`src/cvg_pkg.sv`:
```
// Shared constants, codes and types for the cylinder vertex generator.
// Used by the front, queue and back modules and by the top level.
// No dependencies.
package cvg_pkg;

	// mesh and arithmetic sizing
	localparam int MAX_SLICES    = 4096;
	localparam int CORDIC_STAGES = 16;
	localparam int ATAN_ENTRIES  = 24;
	localparam int CORDIC_N      = (CORDIC_STAGES > ATAN_ENTRIES) ? ATAN_ENTRIES : CORDIC_STAGES;
	localparam int TEX_W         = 15;
	localparam int PIPE_N        = (CORDIC_N > TEX_W) ? CORDIC_N : TEX_W;

	// field widths
	localparam int VIDX_W    = 15;
	localparam int CFG_W     = 15;
	localparam int CFG_IDX_W = 3;
	localparam int FIELD_W   = 16;
	localparam int SLICE_W   = 13;
	localparam int S_CAP     = (MAX_SLICES < (1 << SLICE_W)) ? MAX_SLICES : (1 << SLICE_W) - 1;
	localparam int IDX_W     = $clog2(S_CAP);
	localparam int S_MIN     = 3;

	// queue between front and back
	localparam int Q_DEPTH = 4;
	localparam int Q_PTR_W = $clog2(Q_DEPTH);

	// CORDIC constants: angle in 2^-32 turn, vectors in Q2.30
	localparam int CORDIC_GAIN_Q30 = 652032874;
	localparam int ATAN_TURN [ATAN_ENTRIES] = '{
		536870912, 316933406, 167458907, 85004756, 42667331, 21354465,
		10679838, 5340245, 2670163, 1335087, 667544, 333772,
		166886, 83443, 41722, 20861, 10430, 5215,
		2608, 1304, 652, 326, 163, 81
	};

	// fixed-point ones
	localparam logic signed [FIELD_W-1:0] ONE_Q14  = 16'sd16384;
	localparam logic [FIELD_W-1:0]        ONE_Q15  = 16'd32768;
	localparam logic [FIELD_W-1:0]        HALF_Q15 = 16'd16384;

	// configuration register indexes
	localparam logic [CFG_IDX_W-1:0] CFG_RADIUS      = 3'd0;
	localparam logic [CFG_IDX_W-1:0] CFG_HALF_LENGTH = 3'd1;
	localparam logic [CFG_IDX_W-1:0] CFG_SLICE_COUNT = 3'd2;
	localparam logic [CFG_IDX_W-1:0] CFG_PHASE_STEP  = 3'd3;

	// vertex kinds
	localparam logic [2:0] K_ERR    = 3'd0;
	localparam logic [2:0] K_BODY   = 3'd1;
	localparam logic [2:0] K_BCLOSE = 3'd2;
	localparam logic [2:0] K_CENTER = 3'd3;
	localparam logic [2:0] K_RING   = 3'd4;
	localparam logic [2:0] K_CCLOSE = 3'd5;

	typedef struct packed {
		logic [CFG_W-1:0]   radius;
		logic [CFG_W-1:0]   half_length;
		logic [SLICE_W-1:0] slices;
		logic [CFG_W-1:0]   phase_step;
	} cfg_t;

	typedef struct packed {
		logic [2:0]         kind;
		logic               top;
		logic [15:0]        phase;
		logic [IDX_W-1:0]   m;
	} item_t;

	typedef struct packed {
		logic                valid;
		logic [2:0]          kind;
		logic                top;
		logic [1:0]          quad;
		logic signed [31:0]  x;
		logic signed [31:0]  y;
		logic signed [31:0]  z;
		logic [SLICE_W-1:0]  rem;
		logic [TEX_W-1:0]    quo;
	} stage_t;

	typedef struct packed {
		logic                       valid;
		logic [2:0]                 kind;
		logic                       top;
		logic signed [FIELD_W-1:0]  c;
		logic signed [FIELD_W-1:0]  s;
		logic [TEX_W-1:0]           quo;
	} fin_t;

endpackage

```
`src/cvg_front.sv`:
```
// Front end: accepts vertex indexes, classifies them into mesh sections and
// computes the rotation phase. Depends on cvg_pkg; feeds cvg_queue.
module cvg_front import cvg_pkg::*; (
	input  logic              clk,
	input  logic              arst_n,
	input  cfg_t              cfg,
	input  logic              in_valid,
	output logic              in_ready,
	input  logic [VIDX_W-1:0] vertex_index,
	output logic              push,
	output item_t             push_item,
	input  logic              q_full
);

	logic [VIDX_W:0] s_ext, body_end, base1, base2, last_idx, n_ext, rel, rel_m1;
	logic            upper;
	logic [2:0]      kind_c;
	logic            top_c;
	logic [IDX_W-1:0] m_c;

	logic             valid_s1;
	logic [2:0]       kind_s1;
	logic             top_s1;
	logic [IDX_W-1:0] m_s1;

	logic [IDX_W+CFG_W-1:0] prod;
	logic [15:0]            ph_raw, ph_neg;

	assign s_ext    = (VIDX_W+1)'(cfg.slices);
	assign body_end = s_ext << 1;
	assign base1    = body_end + (VIDX_W+1)'(2);
	assign base2    = body_end + s_ext + (VIDX_W+1)'(4);
	assign last_idx = (s_ext << 2) + (VIDX_W+1)'(5);
	assign n_ext    = {1'b0, vertex_index};
	assign upper    = n_ext < base2;
	assign rel      = n_ext - (upper ? base1 : base2);
	assign rel_m1   = rel - (VIDX_W+1)'(1);

	always_comb begin
		kind_c = K_ERR;
		top_c  = !vertex_index[0];
		m_c    = IDX_W'(vertex_index >> 1);
		priority if (n_ext > last_idx) begin
			kind_c = K_ERR;
		end else if (n_ext < body_end) begin
			kind_c = K_BODY;
		end else if (n_ext < base1) begin
			kind_c = K_BCLOSE;
		end else begin
			top_c = upper;
			m_c   = IDX_W'(rel_m1);
			priority if (rel == '0) begin
				kind_c = K_CENTER;
			end else if (rel <= s_ext) begin
				kind_c = K_RING;
			end else begin
				kind_c = K_CCLOSE;
			end
		end
	end

	assign in_ready = !valid_s1 || !q_full;
	assign push     = valid_s1 && !q_full;

	always_ff @(posedge clk or negedge arst_n) begin
		if (!arst_n) begin
			valid_s1 <= 1'b0;
		end else if (in_ready) begin
			valid_s1 <= in_valid;
		end
	end

	always_ff @(posedge clk) begin
		if (in_valid && in_ready) begin
			kind_s1 <= kind_c;
			top_s1  <= top_c;
			m_s1    <= m_c;
		end
	end

	// phase wraps mod one turn; the lower cap ring runs backwards
	assign prod   = m_s1 * cfg.phase_step;
	assign ph_raw = prod[15:0];
	assign ph_neg = 16'd0 - ph_raw;

	always_comb begin
		push_item.kind  = kind_s1;
		push_item.top   = top_s1;
		push_item.m     = m_s1;
		push_item.phase = (kind_s1 == K_RING && !top_s1) ? ph_neg : ph_raw;
	end

endmodule

```
`config.mk`:
```
export PLATFORM = sky130hd
export DESIGN_NAME = cvg_front
export DESIGN_NICKNAME = d
export VERILOG_FILES = /design/src/cvg_pkg.sv /design/src/cvg_front.sv
export SDC_FILE = /design/constraint.sdc
export NUM_CORES = 1
export LEC_CHECK = 0
export ABC_AREA = 1
export BUFFER_PORTS_ARGS = -buffer_cell sky130_fd_sc_hd__buf_2
export CORE_MARGIN = 2
export CORE_UTILIZATION = 42
export CTS_BUF_LIST = sky130_fd_sc_hd__clkbuf_2
export DETAILED_ROUTE_END_ITERATION = 12
export PLACE_DENSITY = 0.73
export SETUP_SLACK_MARGIN = 0.1
export SLEW_MARGIN = 20
export SYNTH_ARGS = -nofsm -noshare
export SYNTH_HDL_FRONTEND = slang
export SYNTH_SLANG_ARGS = --single-unit
```
`constraint.sdc`:
```
create_clock -name clk -period 11.53 [get_ports clk]
set_input_delay 0.5765 -clock clk [delete_from_list [all_inputs] [get_ports clk]]
set_output_delay 0.5765 -clock clk [all_outputs]
set_load 0.005 [all_outputs]
```
==> results.sh <==
export IMPL_track_usage_pct=20.5
export IMPL_numClockSinks=17
export IMPL_worst_setup_path_type="in -> reg"
export IMPL_post_synth_inst_count=1316
export IMPL_synth_seq_area_share_pct=5.80
export IMPL_worst_ir_drop_vdd_mv=0.248
export IMPL_global_route_wire_length_before_repair_um=37300
export IMPL_most_common_layout_cells="425 x sky130_fd_sc_hd__nand2_1, 275 x sky130_fd_sc_hd__inv_1, 143 x sky130_fd_sc_hd__ha_1"
export IMPL_gpl_final_weighted_congestion=0.922
export IMPL_nFillCells=2095
export IMPL_dp_cells=1641
export IMPL_power_switching_fraction_pct=59.3
export IMPL_unrepaired_setup_endpoints_after_global_routing="no"
export IMPL_routed_vias=8181
export IMPL_finalHoldViolations=0
export IMPL_cts_htree_levels=1
export IMPL_dp_final_hpwl_um=18900
export IMPL_clk_path_buf_depth=2
export IMPL_drc_violation_count_after_routing=0
export IMPL_post_synth_num_cell_types=44
export IMPL_floorplan_die_width_um=148
export IMPL_cts_tree="yes"
export IMPL_clock_skew_final_ns=0.00190
export IMPL_slew_viol_final=0
export IMPL_finalCritPeriodShare_pct=58.6
export IMPL_power_density_cell_area_nw_per_um2=248
export IMPL_antenna_found_initial=0
export IMPL_postSynthRegisterBits=17
export IMPL_mappedNetlistArea_sq_um=8720
export IMPL_vias_in_the_first_global_route=8001
export IMPL_final_hold_worst_slack_ns=0.483
export IMPL_grt_start_max_net_pins=20
export IMPL_syn_num_nets=1617
export IMPL_drv_max_cap_violation_count=0
export IMPL_slew_headroom_pct=55.2
export IMPL_core_area_sq_um=20300
export IMPL_totalPowerFinal_mw=2.32
export IMPL_outcome="finished, final reports clean"
export IMPL_finalSetupViolCount=0
export IMPL_req_time_crit_path_ns=11.69
export IMPL_crit_path_start_kind="input port"
export IMPL_initial_utilization_pct=42.9
export IMPL_total_leakage_power_nw=5.49
export IMPL_finalCoreUtilization_pct=46.2
export IMPL_worstPathArrival_ns=6.92
export IMPL_boundaryPins=111
export IMPL_yosys_warnings=0
export IMPL_tns_ns=0
export IMPL_cts_root_buf="sky130_fd_sc_hd__clkbuf_2"
export IMPL_setup_worst_path_end_class="flop"
export IMPL_drt_vias_per_instance=4.97
export IMPL_die_height_um=148
export IMPL_leading_cell_type_in_the_layout_fill_and_taps_excluded="sky130_fd_sc_hd__nand2_1"
export IMPL_p_int_mw=0.946
export IMPL_drt_pass1_iterations=7
export IMPL_cpMaxStageDelayCell="sky130_fd_sc_hd__fa_1"
export IMPL_drt_initial_drc_count=388
export IMPL_final_layout_size_suffix_gt1_share_pct=7.85
export IMPL_worst_path_max_fanout=19
export IMPL_area_enclosed_by_the_die_boundary_sq_um=21900
export IMPL_synth_top_area_share_pct=20.5
export IMPL_min_delay_path_class="in -> reg"
export IMPL_synth_area_leaders="sky130_fd_sc_hd__ha_1 21%, sky130_fd_sc_hd__fa_1 19%, sky130_fd_sc_hd__nand2_1 18%"
export IMPL_clkLatencyLatePin_ns=0.29
export IMPL_post_cts_setup_buffer_count=0
export IMPL_wl_um=22100
export IMPL_p_switching_mw=1.38
export IMPL_detail_route_wl_per_cell_um=13.4
export IMPL_p_comb_share_pct=94.6
export IMPL_crit_path_frequent_cell="sky130_fd_sc_hd__nand2_1"
export IMPL_syn_avg_cell_area_sq_um=6.62
export IMPL_drtAntennaViolNets=0
export IMPL_layoutNonFillerInstCount=1647
export IMPL_share_seq_of_total_power_pct=4.3
export IMPL_port_buffers=80
export IMPL_part_of_the_power_in_the_clock_network_pct=1.1
export IMPL_grt_ovfl_total=0
export IMPL_area_growth_pct=7.54
export IMPL_max_slew_worst_pin_slew_ns=0.672
export IMPL_total_clock_buffers_created_by_cts=3
export IMPL_finish_net_count=1678
export IMPL_fmax_ghz=0.148
export IMPL_period_minus_slack_ns=6.76
export IMPL_slowest_delay_ns=0.40
export IMPL_rows=52
export IMPL_clk_pin_slew_ns=0.15
export IMPL_yosys_area_top_type="sky130_fd_sc_hd__ha_1"
## state kept, by name (all words and copies together), names as in the netlist
register	cells
kind_s1	3
m_s1	12
top_s1	1
valid_s1	1
## kinds of logic after synthesis
logic type	Yosys count	share of synthesized area, %
AOI/OAI and AO/OA	108	6.93
xor gates and xnor gates	52	5.22
buffers and inverters	305	13.5
and+or+nand+nor	610	29.4
adders and majority gates	224	39.1
DFF	17	5.80
## worst paths after layout
kind	startpoint	end	slack [ns]	cells past startpoint
worst max-delay path	cfg[21]	kind_s1[0]	4.77	37
worst min-delay path	in_valid	valid_s1	0.48	3
worst max register to register	valid_s1	m_s1[7]	10.43	2
worst min register to register	valid_s1	valid_s1	0.56	2
min in group asynchronous	arst_n	valid_s1	0.60	2
max in group asynchronous	arst_n	valid_s1	10.84	2
## power by group through the flow
| stage | registers (mW) | clock network [mW] | logic, mW |
|---|---|---|---|
| 2_1_floorplan | 0.0844 | 0 | 1.65 |
| 3_3_place_gp | 0.100 | 0 | 2.17 |
| 3_5_place_dp | 0.100 | 0 | 2.21 |
| 4_1_cts | 0.0990 | 0.0269 | 2.22 |
| 5_1_grt | 0.101 | 0.0292 | 2.56 |
| 6_report | 0.0996 | 0.0260 | 2.20 |
## through the flow
step,cell area [sq um],setup WS (ns)
after floorplan,8720,5.91
after global placement,9340,4.66
after detailed placement,9340,4.51
after CTS,9360,4.83
after global routing,9370,4.23
final,9370,4.77
## per-layer routing
layer	global-route usage, %	share of wire [%]	vias up
li1	-	-	4188
met1	26.1	44	3752
met2	38.0	49	202
met3	1.07	4.7	39
met4	5.43	2.5	0
met5	0	0	-
## repair_timing
item	4_1_cts	5_1_grt
hold endpoints to repair	0	1
hold buffers	0	1
gates resized for setup	0	0
## layout make-up
class                   count  area, sq um  area share, %
inverters                 278         1040           11.1
clock buffers               3         15.0          0.160
clock inverters             1         5.00         0.0534
well taps                 270          338           3.60
flip-flops and latches     17          505           5.39
diodes                      1         2.50         0.0267
repair buffers             83          425           4.54
multi-input cells         994         7040           75.1
## cell usage after synthesis, drive strengths merged
cell type  instances
a211oi             1
a21boi             4
a21o               3
a21oi             54
a221oi             2
and2               1
buf                9
clkbuf            18
dfrtp              1
edfxtp            16
fa                81
ha               143
inv              278
nand2            429
nand2b             2
nand3             61
nand3b             9
nand4             22
nor2              71
nor3              11
nor4               1
o211ai             4
o21a               3
o21ai             33
o21bai             1
o311ai             1
o31ai              2
or2                3
xnor2             11
xor2              41
## critical path: cells and delay by family
family / cells / cell delay, ns
buf+inv: 4 / 0.75
compound gates: 7 / 1.47
fa+ha+maj: 6 / 1.81
xor+xnor: 1 / 0.28
simple gates: 19 / 1.96
Note: power is estimated with default switching activity, not from simulation.
