$ cat config.mk
export PLATFORM = sky130hd
export DESIGN_NAME = cvg_queue
export DESIGN_NICKNAME = d
export VERILOG_FILES = /design/src/cvg_pkg.sv /design/src/cvg_queue.sv
export SDC_FILE = /design/constraint.sdc
export NUM_CORES = 1
export LEC_CHECK = 0
export BUFFER_PORTS_ARGS = -buffer_cell sky130_fd_sc_hd__buf_2
export CAP_MARGIN = 20
export CELL_PAD_IN_SITES_DETAIL_PLACEMENT = 0
export CELL_PAD_IN_SITES_GLOBAL_PLACEMENT = 1
export CORE_UTILIZATION = 52
export CTS_BUF_LIST = sky130_fd_sc_hd__clkbuf_8
export DETAILED_ROUTE_END_ITERATION = 7
export GPL_TIMING_DRIVEN = 0
export PLACE_DENSITY_LB_ADDON = 0.08
export SLEW_MARGIN = 40
export SYNTH_ARGS = -nofsm -noshare
export SYNTH_HDL_FRONTEND = slang
export SYNTH_SLANG_ARGS = --single-unit
$ cat constraint.sdc
create_clock -name clk -period 2.45 [get_ports clk]
set_input_delay 0.245 -clock clk [delete_from_list [all_inputs] [get_ports clk]]
set_output_delay 0.245 -clock clk [all_outputs]
set_load 0.02 [all_outputs]
$ cat src/cvg_pkg.sv
// Shared constants, codes and types for the cylinder vertex generator.
// Used by the front, queue and back modules and by the top level.
// No dependencies.
package cvg_pkg;

	// mesh and arithmetic sizing
	localparam int MAX_SLICES    = 4096;
	localparam int CORDIC_STAGES = 16;
	localparam int ATAN_ENTRIES  = 24;
	localparam int CORDIC_N      = (CORDIC_STAGES > ATAN_ENTRIES) ? ATAN_ENTRIES : CORDIC_STAGES;
	localparam int TEX_W         = 15;
	localparam int PIPE_N        = (CORDIC_N > TEX_W) ? CORDIC_N : TEX_W;

	// field widths
	localparam int VIDX_W    = 15;
	localparam int CFG_W     = 15;
	localparam int CFG_IDX_W = 3;
	localparam int FIELD_W   = 16;
	localparam int SLICE_W   = 13;
	localparam int S_CAP     = (MAX_SLICES < (1 << SLICE_W)) ? MAX_SLICES : (1 << SLICE_W) - 1;
	localparam int IDX_W     = $clog2(S_CAP);
	localparam int S_MIN     = 3;

	// queue between front and back
	localparam int Q_DEPTH = 4;
	localparam int Q_PTR_W = $clog2(Q_DEPTH);

	// CORDIC constants: angle in 2^-32 turn, vectors in Q2.30
	localparam int CORDIC_GAIN_Q30 = 652032874;
	localparam int ATAN_TURN [ATAN_ENTRIES] = '{
		536870912, 316933406, 167458907, 85004756, 42667331, 21354465,
		10679838, 5340245, 2670163, 1335087, 667544, 333772,
		166886, 83443, 41722, 20861, 10430, 5215,
		2608, 1304, 652, 326, 163, 81
	};

	// fixed-point ones
	localparam logic signed [FIELD_W-1:0] ONE_Q14  = 16'sd16384;
	localparam logic [FIELD_W-1:0]        ONE_Q15  = 16'd32768;
	localparam logic [FIELD_W-1:0]        HALF_Q15 = 16'd16384;

	// configuration register indexes
	localparam logic [CFG_IDX_W-1:0] CFG_RADIUS      = 3'd0;
	localparam logic [CFG_IDX_W-1:0] CFG_HALF_LENGTH = 3'd1;
	localparam logic [CFG_IDX_W-1:0] CFG_SLICE_COUNT = 3'd2;
	localparam logic [CFG_IDX_W-1:0] CFG_PHASE_STEP  = 3'd3;

	// vertex kinds
	localparam logic [2:0] K_ERR    = 3'd0;
	localparam logic [2:0] K_BODY   = 3'd1;
	localparam logic [2:0] K_BCLOSE = 3'd2;
	localparam logic [2:0] K_CENTER = 3'd3;
	localparam logic [2:0] K_RING   = 3'd4;
	localparam logic [2:0] K_CCLOSE = 3'd5;

	typedef struct packed {
		logic [CFG_W-1:0]   radius;
		logic [CFG_W-1:0]   half_length;
		logic [SLICE_W-1:0] slices;
		logic [CFG_W-1:0]   phase_step;
	} cfg_t;

	typedef struct packed {
		logic [2:0]         kind;
		logic               top;
		logic [15:0]        phase;
		logic [IDX_W-1:0]   m;
	} item_t;

	typedef struct packed {
		logic                valid;
		logic [2:0]          kind;
		logic                top;
		logic [1:0]          quad;
		logic signed [31:0]  x;
		logic signed [31:0]  y;
		logic signed [31:0]  z;
		logic [SLICE_W-1:0]  rem;
		logic [TEX_W-1:0]    quo;
	} stage_t;

	typedef struct packed {
		logic                       valid;
		logic [2:0]                 kind;
		logic                       top;
		logic signed [FIELD_W-1:0]  c;
		logic signed [FIELD_W-1:0]  s;
		logic [TEX_W-1:0]           quo;
	} fin_t;

endpackage

$ cat src/cvg_queue.sv
// Short FIFO of classified items between front and back.
// Depends on cvg_pkg for item_t and depth.
module cvg_queue import cvg_pkg::*; (
	input  logic  clk,
	input  logic  arst_n,
	input  logic  push,
	input  item_t push_item,
	output logic  full,
	input  logic  pop,
	output item_t pop_item,
	output logic  empty
);

	item_t              mem_q [Q_DEPTH];
	logic [Q_PTR_W-1:0] wr_ptr_q, rd_ptr_q;
	logic [Q_PTR_W:0]   count_q;

	assign full     = count_q == (Q_PTR_W+1)'(Q_DEPTH);
	assign empty    = count_q == '0;
	assign pop_item = mem_q[rd_ptr_q];

	always_ff @(posedge clk or negedge arst_n) begin
		if (!arst_n) begin
			wr_ptr_q <= '0;
			rd_ptr_q <= '0;
			count_q  <= '0;
		end else begin
			if (push) begin
				wr_ptr_q <= wr_ptr_q + Q_PTR_W'(1);
			end
			if (pop) begin
				rd_ptr_q <= rd_ptr_q + Q_PTR_W'(1);
			end
			unique case ({push, pop})
				2'b10:   count_q <= count_q + (Q_PTR_W+1)'(1);
				2'b01:   count_q <= count_q - (Q_PTR_W+1)'(1);
				default: count_q <= count_q;
			endcase
		end
	end

	always_ff @(posedge clk) begin
		if (push) begin
			mem_q[wr_ptr_q] <= push_item;
		end
	end

endmodule

==> impl_metrics.tcl, run 1 <==
set metrics [dict create \
    fillers 647 \
    syn_area_mm2 0.00506 \
    antenna_cells 0 \
    startpoint "rd_ptr_q[1]" \
    fmax_mhz 478 \
    ctsHtreeMaxLevel 4 \
    wl_met2_mm 3.77 \
    total_power_w 0.00737 \
    syn_nets 247 \
    die_y_um 101 \
    wl_per_cell_um 18.0 \
    crit_arrival_ns 1.85 \
    drv_slew 0 \
    rows 35 \
    path_class "reg2out" \
    clk_latency_ns 0.43 \
    hold_end "mem_q[2][7]" \
    drv_cap 0 \
    ys_seq_area_frac 0.794 \
    hold_path_depth 1 \
    clock_power_share 0.254 \
    p_comb_frac 0.320 \
    ios 70 \
    cts_tree "yes" \
    ys_ff_latch 135 \
    cts.sinks 135 \
    cell_internal_pwr_w 0.00506 \
    tightest_slew_ns 0.514 \
    grt_pass1_vias 2326 \
    area_delta_synth_final_pct 18.5 \
    finalSetupTns_ns 0 \
    ys_types 19 \
    finish.net_count 336 \
    synth_top_area_frac 0.759 \
    drt-initial-drc-count 108 \
    hold_viol 0 \
    synthTopCellsByArea "edfxtp_1 76%, mux4_2 12%, dfrtp_1 3.5%" \
    switching_share 0.314 \
    hold_path_class "in2reg" \
    slew_headroom 0.657 \
    mostFrequentLayoutCells "128 x edfxtp_1, 72 x buf_2, 28 x mux4_2, 17 x clkbuf_8" \
    max_stage_delay_ns 0.36 \
    grt_use_total 0.171 \
    yosys.area.top_type "edfxtp_1" \
    period_share 0.855 \
    grt_max_degree 33 \
    worst-path-buf-inv 3 \
    numCtsBuffers 17 \
    dp_hpwl_mm 4.58 \
    cp_top_family "buffers and inverters" \
    min_from "push_item[7]" \
    cp_common_cell "buf_2" \
    avgSynthCellArea_um2 24.7 \
    wl_met3_um 379 \
    clock_path_buffers 2 \
    setup_viol 0 \
    switchingPower_w 0.00231 \
    utilization 0.643 \
    drt-met1-wl_mm 3.52 \
    ctsRootBufferMaster "clkbuf_8" \
    pwr-share-seq 0.426 \
    yosys_warnings 0 \
    skew_ns 0.00855 \
    avgViaCountPerCell 5.23 \
    coreArea_mm2 0.00933 \
    totalWireLength_mm 7.83 \
    period_minus_slack_ns 2.09 \
    fin_area_mm2 0.00600 \
    firstDrtPassIters 4 \
    path_cells "clkbuf_1 -> buf_2 -> mux4_2 -> buf_2" \
    p_leak_nw 2.14 \
    mostFrequentLayoutCell "edfxtp_1" \
    drive_gt1_frac 0.453 \
    critPathRequiredTime_ns 2.20 \
    reg2reg_from "wr_ptr_q[0]" \
    ir_drop_v 0.000727 \
    clkTransAtPathRegs_ns 0.08 \
    port_buffers 69 \
    die_area_mm2 0.0101 \
    crit_slowest_cell "mux4_2" \
    power_density_mw_per_mm2 1230 \
    cts_setup_buffers 0 \
    status "finished, final reports clean" \
    worstPathMaxFanout 10 \
    place_area_mm2 0.00558 \
    grt_setup_unrepaired "false" \
    start_util 0.543 \
    vias 2280 \
    drc_errors 0 \
    fp.dieW_um 101 \
    drt.antenna.violating_nets 0 \
    r2r_cells 3 \
    cp-end-kind "output port" \
    grt-ovfl-total 0 \
    reg2reg_slack_ns 0.92 \
    netlist_instances 205 \
    start_kind "flip-flop" \
    globalplace.congestion 0.642 \
    topRoutingLayerUsed "met4" \
    antenna_found_initial 0 \
    r2r_end "mem_q[0][18]" \
    grt_pass1_wl_mm 12.0 \
]
-- cell usage after synthesis --
master / count
buf_2: 3
nor2_1: 1
o21ai_0: 2
fa_1: 1
and2_1: 4
ha_1: 5
buf_12: 3
inv_1: 6
and3_1: 1
xnor2_1: 2
xor2_1: 4
edfxtp_1: 128
dfrtp_1: 7
nor3_1: 1
mux4_2: 28
nand2_1: 3
mux4_1: 4
buf_6: 1
clkbuf_1: 1
-- stage by stage --
| stage | hold slack [ns] | instances | setup slack [ns] |
|---|---|---|---|
| 6_report | 0.0353 | 436 | 0.356 |
| 5_1_grt | 0.00733 | 436 | 0.222 |
| 2_1_floorplan | -0.0506 | 205 | 0.648 |
| 3_5_place_dp | 0.0936 | 403 | 0.756 |
| 4_1_cts | 0.0117 | 436 | 0.295 |
| 3_3_place_gp | 0.0928 | 403 | 0.0250 |
-- how the worst max path moves through the flow --
| stage | to | cells past startpoint |
|---|---|---|
| after floorplan | mem_q[2][0] | 3 |
| after global placement | mem_q[0][21] | 3 |
| after detailed placement | pop_item[30] | 4 |
| after CTS | pop_item[30] | 4 |
| after global routing | pop_item[20] | 4 |
| final | pop_item[30] | 4 |
-- kinds of logic (layout without fill, tap and decap cells) --
logic type | after synthesis | count (layout) | share of synthesized area
flops | 135 | 135 | 0.794
mux | 32 | 32 | 0.145
buf+inv | 14 | 116 | 0.0222
simple gates | 10 | 10 | 0.0101
fa+ha+maj | 6 | 6 | 0.0163
xor+xnor | 6 | 6 | 0.0104
compound gates | 2 | 2 | 0.00198
-- per-layer routing --
metal | up-vias | GRT usage
met5 | - | 0
met4 | 0 | 0.0758
met3 | 16 | 0.0513
met2 | 62 | 0.270
met1 | 1168 | 0.221
li1 | 1034 | -
-- registers in the layout, summed over array words and instances (netlist names) --
register and cells:
mem_q 128, rd_ptr_q 2, wr_ptr_q 2, count_q 3
-- layout make-up --
| class | count | area (µm²) | area share |
|---|---|---|---|
| Clock buffer | 17 | 234 | 0.0390 |
| Buffer | 8 | 90.1 | 0.0150 |
| Sequential cell | 135 | 4020 | 0.670 |
| Clock inverter | 15 | 176 | 0.0294 |
| Multi-Input combinational cell | 56 | 942 | 0.157 |
| Timing Repair Buffer | 70 | 355 | 0.0592 |
| Inverter | 6 | 22.5 | 0.00375 |
| Tap cell | 129 | 161 | 0.0269 |
-- power by group through the flow --
stage          Sequential (W)  Combinational [W]  Clock (W)
5_1_grt               0.00318            0.00256    0.00200
4_1_cts               0.00314            0.00242    0.00190
3_3_place_gp          0.00319            0.00239          0
6_report              0.00314            0.00236    0.00187
3_5_place_dp          0.00319            0.00242          0
2_1_floorplan         0.00316            0.00174          0
-- repair_timing --
item / 4_1_cts / 5_1_grt
hold buffers: 1 / 0
hold endpoints to repair: 7 / 0
endpoints found under the setup margin: 0 / 0
resized for setup: 0 / 0
Power figures use the tool's default switching activity.
==> inputs of run 2 (changes only) <==
--- a/config.mk
+++ b/config.mk
@@ -9,7 +9,7 @@
 export CAP_MARGIN = 20
 export CELL_PAD_IN_SITES_DETAIL_PLACEMENT = 0
 export CELL_PAD_IN_SITES_GLOBAL_PLACEMENT = 1
-export CORE_UTILIZATION = 52
+export CORE_UTILIZATION = 47
 export CTS_BUF_LIST = sky130_fd_sc_hd__clkbuf_8
 export DETAILED_ROUTE_END_ITERATION = 7
 export GPL_TIMING_DRIVEN = 0
==> constraint.sdc (replaced) <==
create_clock -name clk -period 1.8 [get_ports clk]
set_input_delay 0.18 -clock clk [delete_from_list [all_inputs] [get_ports clk]]
set_output_delay 0.18 -clock clk [all_outputs]
set_load 0.02 [all_outputs]
==> run 2 against run 1 <==
The flow now finishes with violations (setup timing). Non-clock buffer count up 37. Worst hold slack improved by 0.0057 ns. Total power grew 40%. Largest power group unchanged. Largest cell class unchanged. Highest routed layer unchanged. Critical endpoint is now pop_item[8]. Sequential share of layout area down 4.2 points. Sequential power is 37% higher. Final cell count up 10%. First-iteration DRC count is 30% lower.
==> impl_metrics.tcl, run 2 (synthesis results as in run 1) <==
set metrics [dict create \
    grt-ovfl-total 0 \
    area_delta_synth_final_pct 26.4 \
    total_power_w 0.0103 \
    power_density_mw_per_mm2 1620 \
    mostFrequentLayoutCells "128 x edfxtp_1, 64 x buf_2, 34 x dlygate4sd3_1, 32 x mux4_2, 17 x clkbuf_8" \
    grt_pass1_wl_mm 13.6 \
    clock_power_share 0.247 \
    ctsRootBufferMaster "clkbuf_8" \
    wl_per_cell_um 17.7 \
    rows 37 \
    mostFrequentLayoutCell "edfxtp_1" \
    drc_errors 0 \
    finish.net_count 373 \
    antenna_cells 0 \
    grt_setup_unrepaired "true" \
    firstDrtPassIters 4 \
    start_util 0.488 \
    path_class "reg2out" \
    grt_use_total 0.171 \
    grt_pass1_vias 2569 \
    period_share 1.09 \
    placed_cells 410 \
    hold_viol 0 \
    worst_slack_ns -0.156 \
    globalplace.congestion 0.642 \
    tightest_slew_ns 0.504 \
    largest_register_ffs 128 \
    clk_latency_ns 0.43 \
    ios 70 \
    ctsHtreeMaxLevel 4 \
    period_minus_slack_ns 1.96 \
    cts_tree "yes" \
    p_leak_nw 2.30 \
    avgViaCountPerCell 4.98 \
    clock_path_buffers 2 \
    critPathRequiredTime_ns 1.62 \
    vias 2389 \
    cp-end-kind "output port" \
    die_y_um 106 \
    violations "setup timing" \
    fmax_mhz 511 \
    cts.sinks 135 \
    switchingPower_w 0.00323 \
    drt-initial-drc-count 76 \
    totalWireLength_mm 8.48 \
    cell_internal_pwr_w 0.00711 \
    hold_path_class "in2reg" \
    fin_cells 480 \
    coreArea_mm2 0.0104 \
    clkTransAtPathRegs_ns 0.07 \
    crit_arrival_ns 1.78 \
    ir_drop_v 0.000931 \
    pwr-share-seq 0.416 \
    drv_slew 0 \
    regMostFlops "mem_q" \
    status "complete, but fails checks" \
    p_comb_frac 0.336 \
    setup_viol 32 \
    switching_share 0.312 \
    drive_gt1_frac 0.433 \
    grt_max_degree 33 \
    slew_headroom 0.664 \
    drt.antenna.violating_nets 0 \
    start_kind "flip-flop" \
    port_buffers 69 \
    drv_cap 0 \
    numCtsBuffers 17 \
    worstPathMaxFanout 10 \
    antenna_found_initial 0 \
    die_area_mm2 0.0112 \
    top_regs "mem_q: 128 flops, count_q: 3 flops" \
    fp.dieW_um 106 \
    skew_ns 0.00967 \
    utilization 0.617 \
]
-- run 2: path summary, 6_finish.rpt --
check | startpoint | endpoint | slack, ns | cells past startpoint
hold reg to reg | count_q[2] | count_q[2] | 0.50 | 1
setup / recovery | rd_ptr_q[0] | pop_item[8] | -0.16 | 4
max in group asynchronous | arst_n | rd_ptr_q[1] | 1.52 | 2
setup reg to reg | wr_ptr_q[0] | mem_q[2][5] | 0.29 | 3
min in group asynchronous | arst_n | count_q[0] | 0.10 | 2
hold / removal | push | wr_ptr_q[0] | 0.04 | 2
-- run 2: final cells by class --
type | count | area (µm²)
Buffer | 7 | 93.8
Clock buffer | 17 | 234
Tap cell | 136 | 170
Multi-Input combinational cell | 56 | 927
Sequential cell | 135 | 4020
Clock inverter | 15 | 180
Timing Repair Buffer | 108 | 754
Inverter | 6 | 22.5
Fill cell | 773 | 3970
-- run 2: layer usage --
layer | wire [µm] | track usage
met4 | 105 | 0.0625
met1 | 3560 | 0.207
met5 | 0 | 0
met2 | 4470 | 0.285
met3 | 338 | 0.0581
-- run 2: metrics by stage --
stage	setup TNS, ns	area [µm²]	hold WS (ns)	setup WS [ns]
after global placement	-35.96	5580	0.0248	-0.597
after floorplan	0	5070	-0.116	0.0194
after CTS	-5.09	6380	0.0111	-0.195
final	-3.84	6400	0.0410	-0.156
after global routing	-7.05	6400	0.0238	-0.264
after detailed placement	0	5590	0.0220	0.161
-- run 2: power by group through the flow --
stage / clock network, W / logic (W) / registers, W
6_report: 0.00256 / 0.00348 / 0.00431
5_1_grt: 0.00274 / 0.00374 / 0.00437
4_1_cts: 0.00261 / 0.00348 / 0.00431
3_5_place_dp: 0 / 0.00330 / 0.00435
3_3_place_gp: 0 / 0.00327 / 0.00434
2_1_floorplan: 0 / 0.00237 / 0.00430
-- run 2: what timing repair did --
item	CTS	global route
resized for setup	12	6
hold buffers	34	0
endpoints found under the hold margin	136	0
setup endpoints to repair	32	32
buffers inserted	3	2
-- run 2: critical path, stage by stage (launching register included) --
cell and delay, ns:
dfrtp_1 0.35, buf_6 0.15, buf_12 0.16, mux4_2 0.52
buf_2 0.18
